[src/sv/loc_pkg.sv]
// Shared types and codes for the lock order checker.
package loc_pkg;

    // Operation codes carried on the input tuser.
    localparam logic [1:0] OP_ACQUIRE   = 2'd0;
    localparam logic [1:0] OP_RELEASE   = 2'd1;
    localparam logic [1:0] OP_HELD      = 2'd2;
    localparam logic [1:0] OP_NONE_HELD = 2'd3;

    // Result status codes.
    localparam logic [3:0] STAT_OK       = 4'd0;
    localparam logic [3:0] STAT_UNINIT   = 4'd1;
    localparam logic [3:0] STAT_REJECT   = 4'd2;
    localparam logic [3:0] STAT_CAPACITY = 4'd3;
    localparam logic [3:0] STAT_BADREL   = 4'd4;
    localparam logic [3:0] STAT_SWITCH   = 4'd5;
    localparam logic [3:0] STAT_NOTHELD  = 4'd6;
    localparam logic [3:0] STAT_NULL     = 4'd7;
    localparam logic [3:0] STAT_HALTED   = 4'd8;

    localparam int unsigned ID_W   = 32;
    localparam int unsigned RANK_W = 8;
    localparam int unsigned STAT_W = 4;
    localparam int unsigned OP_W   = 2;
    localparam int unsigned IN_W   = 48;

    typedef enum logic [2:0] {
        ST_IDLE,
        ST_WALK,
        ST_TOP_RD,
        ST_TOP_CK,
        ST_DONE
    } t_state;

    typedef struct packed {
        logic [ID_W-1:0]   id;
        logic [RANK_W-1:0] rank;
        logic              sched;
    } t_entry;

endpackage

[src/sv/lock_order_checker_top.sv]
// Lock order checker: held-lock stack with a sequential walk over the entries.
//
// Input channel (s_axis): one word per lock event. tuser carries the operation
// (acquire, release, assert held, assert none held); tdata carries the lock
// identifier, rank, named bit and scheduler-kind bit.
// Output channel (m_axis): one word per input word with the status, the number
// of locks held afterwards and the lock named in a failure.
// The held stack lives in a memory with one write port and a registered read
// port. An acquire or an assert-held walks the stack one entry per cycle through one
// comparator; the walk stops early on a failed check or a match. A release or an
// assert-none-held with locks held reads the top entry; words decided without the
// stack go straight from acceptance to the result step. The result word turns
// valid in the cycle the block is ready again.
// The block accepts a new word only while its sequencer is idle.
// A synchronous active-low reset empties the stack and clears the halt flag;
// stack memory contents are not cleared. Any violation sets a sticky halt, and
// every later word answers with the halted status and changes nothing.
// The result sits in an output register; if the receiver stalls, the block
// holds in its final step until that register is free.
module lock_order_checker_top #(
    parameter int unsigned MAX_HELD = 16
) (
    input  logic                 i_clk,
    input  logic                 i_rst_n,
    input  logic                 i_s_axis_tvalid,
    output logic                 o_s_axis_tready,
    // lock_id [31:0], lock_rank [39:32], lock_named [40], lock_is_sched [41]
    input  logic [loc_pkg::IN_W-1:0] i_s_axis_tdata,
    // op [1:0]
    input  logic [loc_pkg::OP_W-1:0] i_s_axis_tuser,
    output logic                 o_m_axis_tvalid,
    input  logic                 i_m_axis_tready,
    // status [3:0], held_depth [DEPTH_W+3:4], reported_lock [DEPTH_W+35:DEPTH_W+4]
    output logic [((loc_pkg::STAT_W + $clog2(MAX_HELD + 1) + loc_pkg::ID_W + 7) / 8) * 8 - 1:0]
                                 o_m_axis_tdata
);

    localparam int unsigned DEPTH_W = $clog2(MAX_HELD + 1);
    localparam int unsigned IDX_W   = (MAX_HELD > 1) ? $clog2(MAX_HELD) : 1;
    localparam int unsigned RES_W   = loc_pkg::STAT_W + DEPTH_W + loc_pkg::ID_W;
    localparam int unsigned OUT_W   = ((RES_W + 7) / 8) * 8;

    loc_pkg::t_state r_state, n_state;

    loc_pkg::t_entry r_mem [MAX_HELD];
    loc_pkg::t_entry r_rd_data;

    logic [DEPTH_W-1:0]          r_depth;
    logic                        r_halted;
    logic [DEPTH_W-1:0]          r_idx, n_idx;
    logic                        r_pend, n_pend;
    logic                        r_pend_last, n_pend_last;

    logic [loc_pkg::OP_W-1:0]    r_op;
    logic [loc_pkg::ID_W-1:0]    r_id;
    logic [loc_pkg::RANK_W-1:0]  r_rank;
    logic                        r_sched;

    logic [loc_pkg::STAT_W-1:0]  r_status, n_status;
    logic [loc_pkg::ID_W-1:0]    r_rep, n_rep;
    logic                        r_push, n_push;
    logic                        r_pop, n_pop;

    logic                        r_out_valid;
    logic [OUT_W-1:0]            r_out_data;

    logic                        w_in_acc;
    logic                        w_go_done;
    logic                        w_go_walk;
    logic                        w_go_top;
    logic                        w_load;
    logic                        w_fail;
    logic [IDX_W-1:0]            w_rd_addr;
    logic [IDX_W-1:0]            w_top_idx;
    logic [DEPTH_W-1:0]          w_depth_after;

    logic [loc_pkg::OP_W-1:0]    w_op;
    logic [loc_pkg::ID_W-1:0]    w_id;
    logic [loc_pkg::RANK_W-1:0]  w_rank;
    logic                        w_named;
    logic                        w_sched;

    assign w_op    = i_s_axis_tuser;
    assign w_id    = i_s_axis_tdata[31:0];
    assign w_rank  = i_s_axis_tdata[39:32];
    assign w_named = i_s_axis_tdata[40];
    assign w_sched = i_s_axis_tdata[41];

    assign o_s_axis_tready = (r_state == loc_pkg::ST_IDLE);
    assign w_in_acc        = i_s_axis_tvalid && o_s_axis_tready;
    assign w_top_idx       = IDX_W'(r_depth - DEPTH_W'(1));
    assign o_m_axis_tvalid = r_out_valid;
    assign o_m_axis_tdata  = r_out_data;

    // An acquire fails on a duplicate, a higher held rank, or an equal rank
    // unless both are scheduler kind and the held identifier is lower.
    always_comb begin
        if (r_op == loc_pkg::OP_ACQUIRE) begin
            w_fail = (r_rd_data.id == r_id) || (r_rd_data.rank > r_rank) ||
                     ((r_rd_data.rank == r_rank) &&
                      !(r_rd_data.sched && r_sched && (r_rd_data.id < r_id)));
        end else begin
            w_fail = 1'b0;
        end
    end

    always_comb begin
        priority if (r_push) begin
            w_depth_after = r_depth + DEPTH_W'(1);
        end else if (r_pop) begin
            w_depth_after = r_depth - DEPTH_W'(1);
        end else begin
            w_depth_after = r_depth;
        end
    end

    // Sequencer outputs and result decisions.
    always_comb begin
        w_go_done   = 1'b0;
        w_go_walk   = 1'b0;
        w_go_top    = 1'b0;
        w_load      = 1'b0;
        w_rd_addr   = r_idx[IDX_W-1:0];
        n_idx       = r_idx;
        n_pend      = 1'b0;
        n_pend_last = 1'b0;
        n_status    = r_status;
        n_rep       = r_rep;
        n_push      = r_push;
        n_pop       = r_pop;
        unique case (r_state)
            loc_pkg::ST_IDLE: begin
                n_idx = '0;
                if (w_in_acc) begin
                    n_status = loc_pkg::STAT_OK;
                    n_rep    = '0;
                    n_push   = 1'b0;
                    n_pop    = 1'b0;
                    if (r_halted) begin
                        n_status  = loc_pkg::STAT_HALTED;
                        w_go_done = 1'b1;
                    end else begin
                        unique case (w_op)
                            loc_pkg::OP_ACQUIRE: begin
                                if (w_id == '0 || !w_named || w_rank == '0) begin
                                    n_status  = loc_pkg::STAT_UNINIT;
                                    n_rep     = w_id;
                                    w_go_done = 1'b1;
                                end else if (r_depth >= DEPTH_W'(MAX_HELD)) begin
                                    n_status  = loc_pkg::STAT_CAPACITY;
                                    n_rep     = w_id;
                                    w_go_done = 1'b1;
                                end else if (r_depth == '0) begin
                                    n_push    = 1'b1;
                                    w_go_done = 1'b1;
                                end else begin
                                    w_go_walk = 1'b1;
                                end
                            end
                            loc_pkg::OP_RELEASE: begin
                                if (r_depth == '0) begin
                                    n_status  = loc_pkg::STAT_BADREL;
                                    n_rep     = w_id;
                                    w_go_done = 1'b1;
                                end else begin
                                    w_go_top = 1'b1;
                                end
                            end
                            loc_pkg::OP_HELD: begin
                                if (w_id == '0) begin
                                    n_status  = loc_pkg::STAT_NULL;
                                    w_go_done = 1'b1;
                                end else if (r_depth == '0) begin
                                    n_status  = loc_pkg::STAT_NOTHELD;
                                    n_rep     = w_id;
                                    w_go_done = 1'b1;
                                end else begin
                                    w_go_walk = 1'b1;
                                end
                            end
                            loc_pkg::OP_NONE_HELD: begin
                                if (r_depth == '0) begin
                                    w_go_done = 1'b1;
                                end else begin
                                    w_go_top = 1'b1;
                                end
                            end
                            default: begin
                                w_go_done = 1'b1;
                            end
                        endcase
                    end
                end
            end
            loc_pkg::ST_WALK: begin
                // One entry is read per cycle; its data is checked once the registered read returns it.
                if (r_idx < r_depth) begin
                    n_idx       = r_idx + DEPTH_W'(1);
                    n_pend      = 1'b1;
                    n_pend_last = (r_idx == r_depth - DEPTH_W'(1));
                end
                if (r_pend) begin
                    if (r_op == loc_pkg::OP_ACQUIRE) begin
                        if (w_fail) begin
                            n_status  = loc_pkg::STAT_REJECT;
                            n_rep     = r_id;
                            w_go_done = 1'b1;
                        end else if (r_pend_last) begin
                            n_push    = 1'b1;
                            w_go_done = 1'b1;
                        end
                    end else begin
                        if (r_rd_data.id == r_id) begin
                            w_go_done = 1'b1;
                        end else if (r_pend_last) begin
                            n_status  = loc_pkg::STAT_NOTHELD;
                            n_rep     = r_id;
                            w_go_done = 1'b1;
                        end
                    end
                end
            end
            loc_pkg::ST_TOP_RD: begin
                w_rd_addr = w_top_idx;
            end
            loc_pkg::ST_TOP_CK: begin
                if (r_op == loc_pkg::OP_RELEASE) begin
                    if (r_rd_data.id == r_id) begin
                        n_pop = 1'b1;
                    end else begin
                        n_status = loc_pkg::STAT_BADREL;
                        n_rep    = r_id;
                    end
                end else begin
                    n_status = loc_pkg::STAT_SWITCH;
                    n_rep    = r_rd_data.id;
                end
            end
            loc_pkg::ST_DONE: begin
                w_load = !r_out_valid || i_m_axis_tready;
            end
            default: begin
                w_load = 1'b0;
            end
        endcase
    end

    // Next state.
    always_comb begin
        n_state = r_state;
        unique case (r_state)
            loc_pkg::ST_IDLE: begin
                priority if (w_go_done) begin
                    n_state = loc_pkg::ST_DONE;
                end else if (w_go_walk) begin
                    n_state = loc_pkg::ST_WALK;
                end else if (w_go_top) begin
                    n_state = loc_pkg::ST_TOP_RD;
                end else begin
                    n_state = loc_pkg::ST_IDLE;
                end
            end
            loc_pkg::ST_WALK: begin
                if (w_go_done) begin
                    n_state = loc_pkg::ST_DONE;
                end
            end
            loc_pkg::ST_TOP_RD: n_state = loc_pkg::ST_TOP_CK;
            loc_pkg::ST_TOP_CK: n_state = loc_pkg::ST_DONE;
            loc_pkg::ST_DONE: begin
                if (w_load) begin
                    n_state = loc_pkg::ST_IDLE;
                end
            end
            default: n_state = loc_pkg::ST_IDLE;
        endcase
    end

    // Stack memory: one write port, one registered read port.
    always_ff @(posedge i_clk) begin
        if (r_state == loc_pkg::ST_DONE && w_load && r_push) begin
            r_mem[r_depth[IDX_W-1:0]] <= '{id: r_id, rank: r_rank, sched: r_sched};
        end
        r_rd_data <= r_mem[w_rd_addr];
    end

    // Payload registers.
    always_ff @(posedge i_clk) begin
        if (w_in_acc) begin
            r_op    <= w_op;
            r_id    <= w_id;
            r_rank  <= w_rank;
            r_sched <= w_sched;
        end
        r_idx       <= n_idx;
        r_pend_last <= n_pend_last;
        r_status    <= n_status;
        r_rep       <= n_rep;
        r_push      <= n_push;
        r_pop       <= n_pop;
        if (r_state == loc_pkg::ST_DONE && w_load) begin
            r_out_data <= OUT_W'({r_rep, w_depth_after, r_status});
        end
    end

    // Control registers.
    always_ff @(posedge i_clk) begin
        if (!i_rst_n) begin
            r_state     <= loc_pkg::ST_IDLE;
            r_depth     <= '0;
            r_halted    <= 1'b0;
            r_pend      <= 1'b0;
            r_out_valid <= 1'b0;
        end else begin
            r_state <= n_state;
            r_pend  <= n_pend;
            if (r_state == loc_pkg::ST_DONE && w_load) begin
                r_depth     <= w_depth_after;
                r_out_valid <= 1'b1;
                if (r_status != loc_pkg::STAT_OK && r_status != loc_pkg::STAT_HALTED) begin
                    r_halted <= 1'b1;
                end
            end else if (i_m_axis_tready) begin
                r_out_valid <= 1'b0;
            end
        end
    end

    a_depth_bound: assert property (@(posedge i_clk) disable iff (!i_rst_n)
        r_depth <= DEPTH_W'(MAX_HELD))
        else $error("held depth exceeds stack size");

    a_halt_sticky: assert property (@(posedge i_clk) disable iff (!i_rst_n)
        r_halted |=> r_halted)
        else $error("halt flag cleared without reset");

    a_depth_step: assert property (@(posedge i_clk) disable iff (!i_rst_n)
        (r_depth != $past(r_depth)) |-> ($past(r_state) == loc_pkg::ST_DONE))
        else $error("held depth changed outside result commit");

    a_fail_halts: assert property (@(posedge i_clk) disable iff (!i_rst_n)
        (r_state == loc_pkg::ST_DONE && w_load && r_status != loc_pkg::STAT_OK)
        |=> r_halted)
        else $error("failure did not set halt");

    a_halted_no_change: assert property (@(posedge i_clk) disable iff (!i_rst_n)
        (r_halted && r_state == loc_pkg::ST_DONE) |-> (!r_push && !r_pop))
        else $error("stack changed while halted");

endmodule
[config.mk]
export PLATFORM = sky130hd
export DESIGN_NAME = lock_order_checker_top
export DESIGN_NICKNAME = d
export VERILOG_FILES = /design/src/sv/loc_pkg.sv /design/src/sv/lock_order_checker_top.sv
export SDC_FILE = /design/constraint.sdc
export NUM_CORES = 1
export LEC_CHECK = 0
export ABC_AREA = 1
export BUFFER_PORTS_ARGS = -buffer_cell sky130_fd_sc_hd__clkbuf_2
export CAP_MARGIN = 20
export CORE_ASPECT_RATIO = 1.75
export CORE_MARGIN = 2
export CORE_UTILIZATION = 55
export CTS_CLUSTER_SIZE = 40
export DETAILED_ROUTE_END_ITERATION = 7
export PLACE_DENSITY = 0.73
export SYNTH_ARGS = -nofsm -noshare
export SYNTH_HDL_FRONTEND = slang
export SYNTH_SLANG_ARGS = --single-unit
[constraint.sdc]
create_clock -name i_clk -period 5.47 [get_ports i_clk]
set_input_delay 1.094 -clock i_clk [delete_from_list [all_inputs] [get_ports i_clk]]
set_output_delay 1.094 -clock i_clk [all_outputs]
set_load 0.005 [all_outputs]
Yosys cells after proc, flatten, opt, wreduce, memory -nomap -nowiden. Memories as Yosys holds them, arrays and structs flattened. A register that Yosys moved wholly into a read port is not among the register bits. Index checks and enable logic that the tools add are counted.

Flip-flop bits (word level): 139. Latch bits: 0. Memory bits (writable): 656. ROM bits: 0. Input port bits: 54. Output and inout port bits: 50. Logic and storage cells: 173. Memories: 1.

$add $sub $neg: 3. $mul: 0. Div/mod/pow operators: 0. $lt $le $gt $ge: 4. Equal/unequal tests: 26. Shift-type cells: 0. Muxes and demuxes: 88. Bitwise operators: 0. Reduce and logical (&&, ||, !) cells: 35.

Memories: r_mem (depth 16, bits a word 41, rd ports 1, clocked after memory_dff 1, wr ports 1, RTL line lock_order_checker_top.sv:45) `loc_pkg::t_entry r_mem [MAX_HELD];`.

Operator list (number): $mux 32 (13); $pmux 32 s3 (2); $mux 1 (41); $mux 4 (10); $eq 32x32->1 (1); $logic_not 32->1 (1); $lt 32x32->1 (1); $mux 3 (6); $ne 2x2->1 const B (9); $mux 5 (3); $pmux 3 s5 (1); $ne 3x3->1 const B (4); $pmux 4 s3 (1); $add 5x1->5 const B (2); $pmux 5 s2 (1); $reduce_and 2->1 (5); $pmux 3 s3 (1); $eq 8x8->1 (1); $gt 8x8->1 (1); $logic_not 8->1 (1); $mux 2 (4); $pmux 1 s2 (4); $logic_and 1x1->1 (7); $reduce_and 7->1 (1); other kinds (23) (35).

Logic depth before layout (Yosys ltp). Gate-level depths: netlist (run 1).

Depth in word-level cells: 12. Mapped depth: 21. Mapped depth without buffers: 21.

Worst setup path after synthesis (run 1). Ideal clock, no wire load.

Path type: input -> register. From: input port i_m_axis_tready. To: memory r_mem[0][0] in the netlist's numbering, enable pin. Setup time: 439 ps. Arrival: 5229 ps. Data required time: 5031 ps. Path slack: -198 ps. Stages: 6. Buffers on the path: 0. Cells stage by stage: nor2_1 > nor2_1 > inv_1 > nor2_1 > nand2_1 > nor2_1.

Cells in the longest elaborated chain, start to end: 6.

Ends and longest elaborated chain: start, declared (RTL line lock_order_checker_top.sv:32) `input logic i_m_axis_tready,`; $logic_or 1x1->1 (RTL line lock_order_checker_top.sv:240) `w_load = !r_out_valid || i_m_axis_tready;`; $mux 1 (RTL line lock_order_checker_top.sv:131) `unique case (r_state)`; $logic_and 1x1->1 (2 in a row) (RTL line lock_order_checker_top.sv:281) `if (r_state == loc_pkg::ST_DONE && w_load && r_push) begin`; $mux 1 (RTL line lock_order_checker_top.sv:281); $mux 1 (not written as such) (RTL line lock_order_checker_top.sv:282) `r_mem[r_depth[IDX_W-1:0]] <= '{id: r_id, rank: r_rank, sched: r_sched};`; end, declared (RTL line lock_order_checker_top.sv:45).

Every way passes these cells.

Worst setup path in the final report (run 1).
From: register r_depth[0]. To: register r_rd_data[21] (netlist name).

Cells in the longest elaborated chain, start to end: 2.

Ends and longest elaborated chain: start, declared (RTL line lock_order_checker_top.sv:48) `logic [DEPTH_W-1:0] r_depth;`; start signal, assigned (RTL line lock_order_checker_top.sv:318) `r_depth <= w_depth_after;`; $sub 5x1->5; $mux 4 (RTL line lock_order_checker_top.sv:131).

Every way passes these cells. A chain may end at the register's enable or synchronous reset.

==> results.toml, run 1 <==
[final_layout]
multi_input_area_um2 = 7610
instances_no_fill = 3369
utilization_pct = 61.4
fill_cells = 4348
postLayoutCellArea_um2 = 36800
seq_area_um2 = 24600
area_growth_pct = 10.8
layout.nets = 2628
drive_above_1_share_pct = 10.7

[cts]
clockBufferDepth = 3
clk_pin_slew_worst_paths_ns = 0.07
cts_setup_buffers = 0
clock-sinks = 836
htree_levels = 3
cts_tree = "built"
clock_latency_ns = 0.62
cts_root_buf = "clkbuf_16"
cts_resized = 0
hold_buffers = 0
cts_made_buffers = 70

[status]
status = "completed"

[routing]
drtIter0Drc = 2592
vias_per_cell = 6.34
dr_total_vias = 21400
wirelength_um = 81300
drc_errors = 0
routedWlPerCell_um = 24.1
first_pass_iters = 8
ant_nets = 0

[worst_setup_path]
crit_buf_inv = 3
critPathTopFamily = "buffers and inverters"
rrSetupSlack_ns = 1.90
cp-start-kind = "flip-flop"
crit_slowest_cell = "buf_4"
cp-endpoint = "r_rd_data[21]$_DFF_P_"
r2r_cells = 9
cp.depth = 9
r2r-end = "r_rd_data[21]$_DFF_P_"
cp.arrival_ns = 4.13
cp_data_required_time_ns = 6.02
max_stage_delay_ns = 0.83
critPathMaxFanout = 85
r2r-start = "r_depth[0]$_SDFFE_PN0P_"
worstSetupPathType = "flip-flop to flip-flop"
path_cells = "inv_1 > ha_1 > o21ai_4 > inv_6 > buf_4 > o21ai_0 > o221ai_1 > nand3_1 > nand2_1"
crit_path_end_kind = "flip-flop"
startpoint = "r_depth[0]$_SDFFE_PN0P_"

[sta]
timing.hold.ws_ns = 0.417
worst_pin_slew_ns = 1.06
fmax_mhz = 280
setup_viol = 0
fin_crit_sh_pct = 65.4
tns_ns = 0
post-route-min-period_ns = 3.57
relSlewSlack_pct = 29.2
fin_skew_ns = 0.0237
fin_ws_ns = 1.90
hold_violations = 0
maxSlewViolCount = 0
rsz0062_at_grt = "no"

[placed_design]
hpwl_um = 43600
io_buffers = 90
pre_cts_slack_ns = 1.81
globalplace.congestion = 0.884
placed_cell_area_um2 = 34300
post-place-cells = 3236

[floorplanning]
core_region_area_um2 = 59900
pin_count = 104
start_util_pct = 55.4
rows = 119
die_x_um = 190
dieHeight_um = 329
dieArea_um2 = 62400

[synth]
syn_area_per_cell_um2 = 13.4
yosys.cell_types.count = 44
synth_ff_type = "edfxtp_1"
synth-edff-count = 783
yosys.area.top_type_share_pct = 70.9
synth_area_leaders = "edfxtp_1 (71%), nor2_1 (4.6%), o21ai_0 (4.1%)"
netlist_instances = 2471
ys_ff_latch = 836
yosysSeqAreaShare_pct = 74.1
ys_warn_count = 0
synth_largest_area_cell = "edfxtp_1"
synthesis.area_um2 = 33200
synthArstFlopShare_pct = 0

[power_and_ir_drop]
power.density_nw_per_um2 = 554
ir_drop_uv = 576
p_leak_nw = 12.3
p_total_mw = 20.4

[grt]
overflow = 0
grt_max_degree = 180
met1_usage_pct = 31.3
grt_pass1_wl_um = 121000
global_route.usage.met3_pct = 3.44
top_usage_layer = "met2"
grt_util_met2_pct = 45.6
gr-usage-all-layers_pct = 25.9
grt_antenna_before_repair = 0
grt_pass1_vias = 21100

[run]
drv_cap = 0

[worst_hold_path]
hold_class = "flip-flop to flip-flop"
-- worst min path at each step --
| stage | from | end | slack (ns) | cells past startpoint |
|---|---|---|---|---|
| final | r_rep[12]$_DFFE_PP_ | o_m_axis_tdata[21]$_DFFE_PP_ | 0.42 | 0 |
| after global routing | r_rep[12]$_DFFE_PP_ | o_m_axis_tdata[21]$_DFFE_PP_ | 0.43 | 0 |
| after CTS | r_rep[12]$_DFFE_PP_ | o_m_axis_tdata[21]$_DFFE_PP_ | 0.42 | 0 |
| after detailed placement | r_rep[14]$_DFFE_PP_ | o_m_axis_tdata[23]$_DFFE_PP_ | 0.41 | 0 |
| after global placement | r_rep[0]$_DFFE_PP_ | o_m_axis_tdata[9]$_DFFE_PP_ | 0.40 | 0 |
| after floorplan | r_rep[1]$_DFFE_PP_ | o_m_axis_tdata[10]$_DFFE_PP_ | 0.40 | 0 |
-- cell usage after synthesis, drive strengths merged (48+ instances only) --
cell type	n
ha	50
inv	98
o21ai	353
nand3	116
nor2	408
o211ai	81
nand2	132
dfxtp	53
edfxtp	783
clkbuf	54
o221ai	118
o22ai	48
buf	103
-- cell usage in the layout, fill, tap and decap left out, types with 15 or more instances in the layout --
master / count
a21oi_1: 39
buf_4: 38
clkbuf_1: 15
clkbuf_16: 74
clkbuf_2: 90
dfxtp_1: 53
edfxtp_1: 783
ha_1: 50
inv_1: 90
nand2_1: 128
nand3_1: 116
nor2_1: 386
nor2_4: 18
o211ai_1: 81
o21ai_0: 269
o21ai_1: 80
o221ai_1: 117
o22ai_1: 48
-- area by class of cell --
class / instances / area share, %
timing repair buffer: 132 / 2.26
multi-input combinational: 1384 / 20.7
antenna: 1 / 0.00681
inverter: 100 / 1.06
clock inverter: 38 / 1.15
clock buffer: 92 / 5.30
tap: 786 / 2.68
sequential: 836 / 66.9
-- report_power, final --
| group | internal [mW] | switching [mW] | total, mW |
|---|---|---|---|
| clock | 2.92 | 2.24 | 5.15 |
| combinational | 1.86 | 4.50 | 6.35 |
| sequential | 8.20 | 0.662 | 8.87 |
| total | 13.0 | 7.40 | 20.4 |
-- flip-flops by register name, indices dropped and copies added (netlist names) --
register	flops
r_halted	1
r_rd_data	41
r_mem	656
r_status	4
r_id	32
r_rep	32
r_depth	5
o_m_axis_tdata	41
r_push	1
o_m_axis_tvalid	1
r_rank	8
r_pend	1
r_state	3
r_pend_last	1
r_pop	1
r_sched	1
r_idx	5
r_op	2
-- layer usage --
metal  vias to the layer above  wire (um)
li1                       9362          -
met1                     10600      29100
met2                      1204      41700
met3                       221       7040
met4                         0       3460
met5                         -          0
-- cell families (layout without fill, tap and decap cells) --
group / count (synthesis) / after routing / share of synthesized area [%]
and+or+nand+nor: 670 / 670 / 8.18
xor gates and xnor gates: 4 / 4 / 0.106
DFF: 836 / 836 / 74.1
buffers and inverters: 257 / 362 / 3.48
AOI/OAI and AO/OA: 653 / 653 / 12.2
adders and majority gates: 50 / 50 / 1.89
other: 1 / 8 / 0.0113
Note: power is estimated with default switching activity, not from simulation.
==> inputs of run 2 (changes only) <==
==> constraint.sdc (replaced) <==
create_clock -name i_clk -period 3.18 [get_ports i_clk]
set_input_delay 0.636 -clock i_clk [delete_from_list [all_inputs] [get_ports i_clk]]
set_output_delay 0.636 -clock i_clk [all_outputs]
set_load 0.005 [all_outputs]
==> run 2 against run 1 <==
Setup slack worse by 1.6 ns. Cell count grew 1.8%. Via count up 0.83%. Sequential share of layout area down 1.3 points. Routed wire length up 3.9%. Sequential power is 67% higher. Core utilization up 1.2 points. Total power rose by 76%. Maximum frequency up 26%. Critical endpoint is now r_rep[23]$_DFFE_PP_. Largest cell class unchanged.
==> results.toml, run 2 (synthesis gave the netlist of run 1 again) <==
[status]
status = "completed"

[worst_hold_path]
hold_class = "input port to flip-flop"

[floorplanning]
rows = 119
die_x_um = 190
pin_count = 104
core_region_area_um2 = 59900
dieHeight_um = 329
dieArea_um2 = 62400
start_util_pct = 55.4

[power_and_ir_drop]
p_leak_nw = 12.7
power.density_nw_per_um2 = 958
ir_drop_uv = 906

[worst_setup_path]
cp-start-kind = "flip-flop"
worstSetupPathType = "flip-flop to flip-flop"
critPathMaxFanout = 32
cp.arrival_ns = 3.28
crit_path_end_kind = "flip-flop"
cp_data_required_time_ns = 3.63

[placed_design]
globalplace.congestion = 0.868
io_buffers = 90
hpwl_um = 47600
post-place-cells = 3298
placed_cell_area_um2 = 35100
pre_cts_slack_ns = 0.298

[cts]
hold_buffers = 0
clock-sinks = 836
clk_pin_slew_worst_paths_ns = 0.07
cts_made_buffers = 71
cts_setup_buffers = 0
cts_root_buf = "clkbuf_16"
cts_tree = "built"
htree_levels = 3
clock_latency_ns = 0.61
clockBufferDepth = 3
cts_resized = 0

[sta]
relSlewSlack_pct = 32.5
timing.hold.ws_ns = 0.212
hold_violations = 0
fin_ws_ns = 0.341
fin_crit_sh_pct = 89.3
setup_viol = 0
tns_ns = 0
maxSlewViolCount = 0
post-route-min-period_ns = 2.84
fin_skew_ns = 0.0263
rsz0062_at_grt = "no"
fmax_mhz = 352
worst_pin_slew_ns = 1.01

[routing]
vias_per_cell = 6.28
drc_errors = 0
wirelength_um = 84500
dr_total_vias = 21500
first_pass_iters = 6
routedWlPerCell_um = 24.7
ant_nets = 0
drtIter0Drc = 2482

[final_layout]
layout_commonest_cell = "edfxtp_1"
postLayoutCellArea_um2 = 37500
area_growth_pct = 13.1
instances_no_fill = 3428
largest_reg_flops = 656
fill_cells = 4307
layout_common_cells = "edfxtp_1 (783), nor2_1 (386), o21ai_0 (269), nand2_1 (128), o221ai_1 (117)"
drive_above_1_share_pct = 12.8
layout.nets = 2690
diodes = 0

[grt]
grt_pass1_vias = 21800
grt_pass1_wl_um = 126000
overflow = 0
grt_max_degree = 125
grt_antenna_before_repair = 0
gr-usage-all-layers_pct = 27.0

[run]
drv_cap = 0
[run 2: changes by cell type in the layout (fill, tap and decap cells not counted), sizes merged]
cell / delta
buf: +61
inv: +1
clkinvlp: -1
bufinv: -2
clkinv: +5
diode: -1
clkbuf: -4
[run 2: worst paths after layout]
kind	cells past startpoint	slack [ns]	end	startpoint
setup / recovery	10	0.34	r_rep[23]$_DFFE_PP_	r_depth[0]$_SDFFE_PN0P_
hold / removal	1	0.21	r_sched$_DFFE_PP_	i_s_axis_tdata[41]
setup reg to reg	10	0.34	r_rep[23]$_DFFE_PP_	r_depth[0]$_SDFFE_PN0P_
hold reg to reg	0	0.41	o_m_axis_tdata[25]$_DFFE_PP_	r_rep[16]$_DFFE_PP_
[run 2: where the power goes]
group | total [mW] | internal (mW) | switching [mW]
clock network | 8.71 | 4.88 | 3.83
registers | 14.8 | 14.1 | 0.710
logic | 12.4 | 3.69 | 8.74
total | 35.9 | 22.7 | 13.3
[run 2: area by class of cell]
| cell class | instances | area (um^2) | area share [%] |
|---|---|---|---|
| tap | 786 | 983 | 2.62 |
| sequential | 836 | 24600 | 65.5 |
| clock buffer | 88 | 1960 | 5.22 |
| clock inverter | 41 | 373 | 0.994 |
| multi-input combinational | 1384 | 7610 | 20.3 |
| inverter | 100 | 384 | 1.02 |
| timing repair buffer | 193 | 1620 | 4.32 |
[run 2: worst max-delay path, cell delays in order (launching register included)]
cell	delay (ns)
dfxtp_1	0.38
inv_1	0.20
ha_1	0.25
nand2_1	0.08
nor2_2	0.15
inv_2	0.06
nor2_2	0.22
nand2_1	0.16
o221ai_4	0.79
nand3_1	0.20
o211ai_1	0.17
[run 2: metal layers]
layer,wire length (um),track usage [%]
met3,5370,3.57
met2,44100,47.2
met5,0,0
met4,5940,18.8
met1,29100,30.7
[run 2: through the flow]
step,total power [mW],util [%]
floorplan,22.8,-
global placement,26.6,58.7
detailed placement,27.2,58.7
CTS,35.9,62.6
global route,37.5,62.6
finish,35.9,62.6
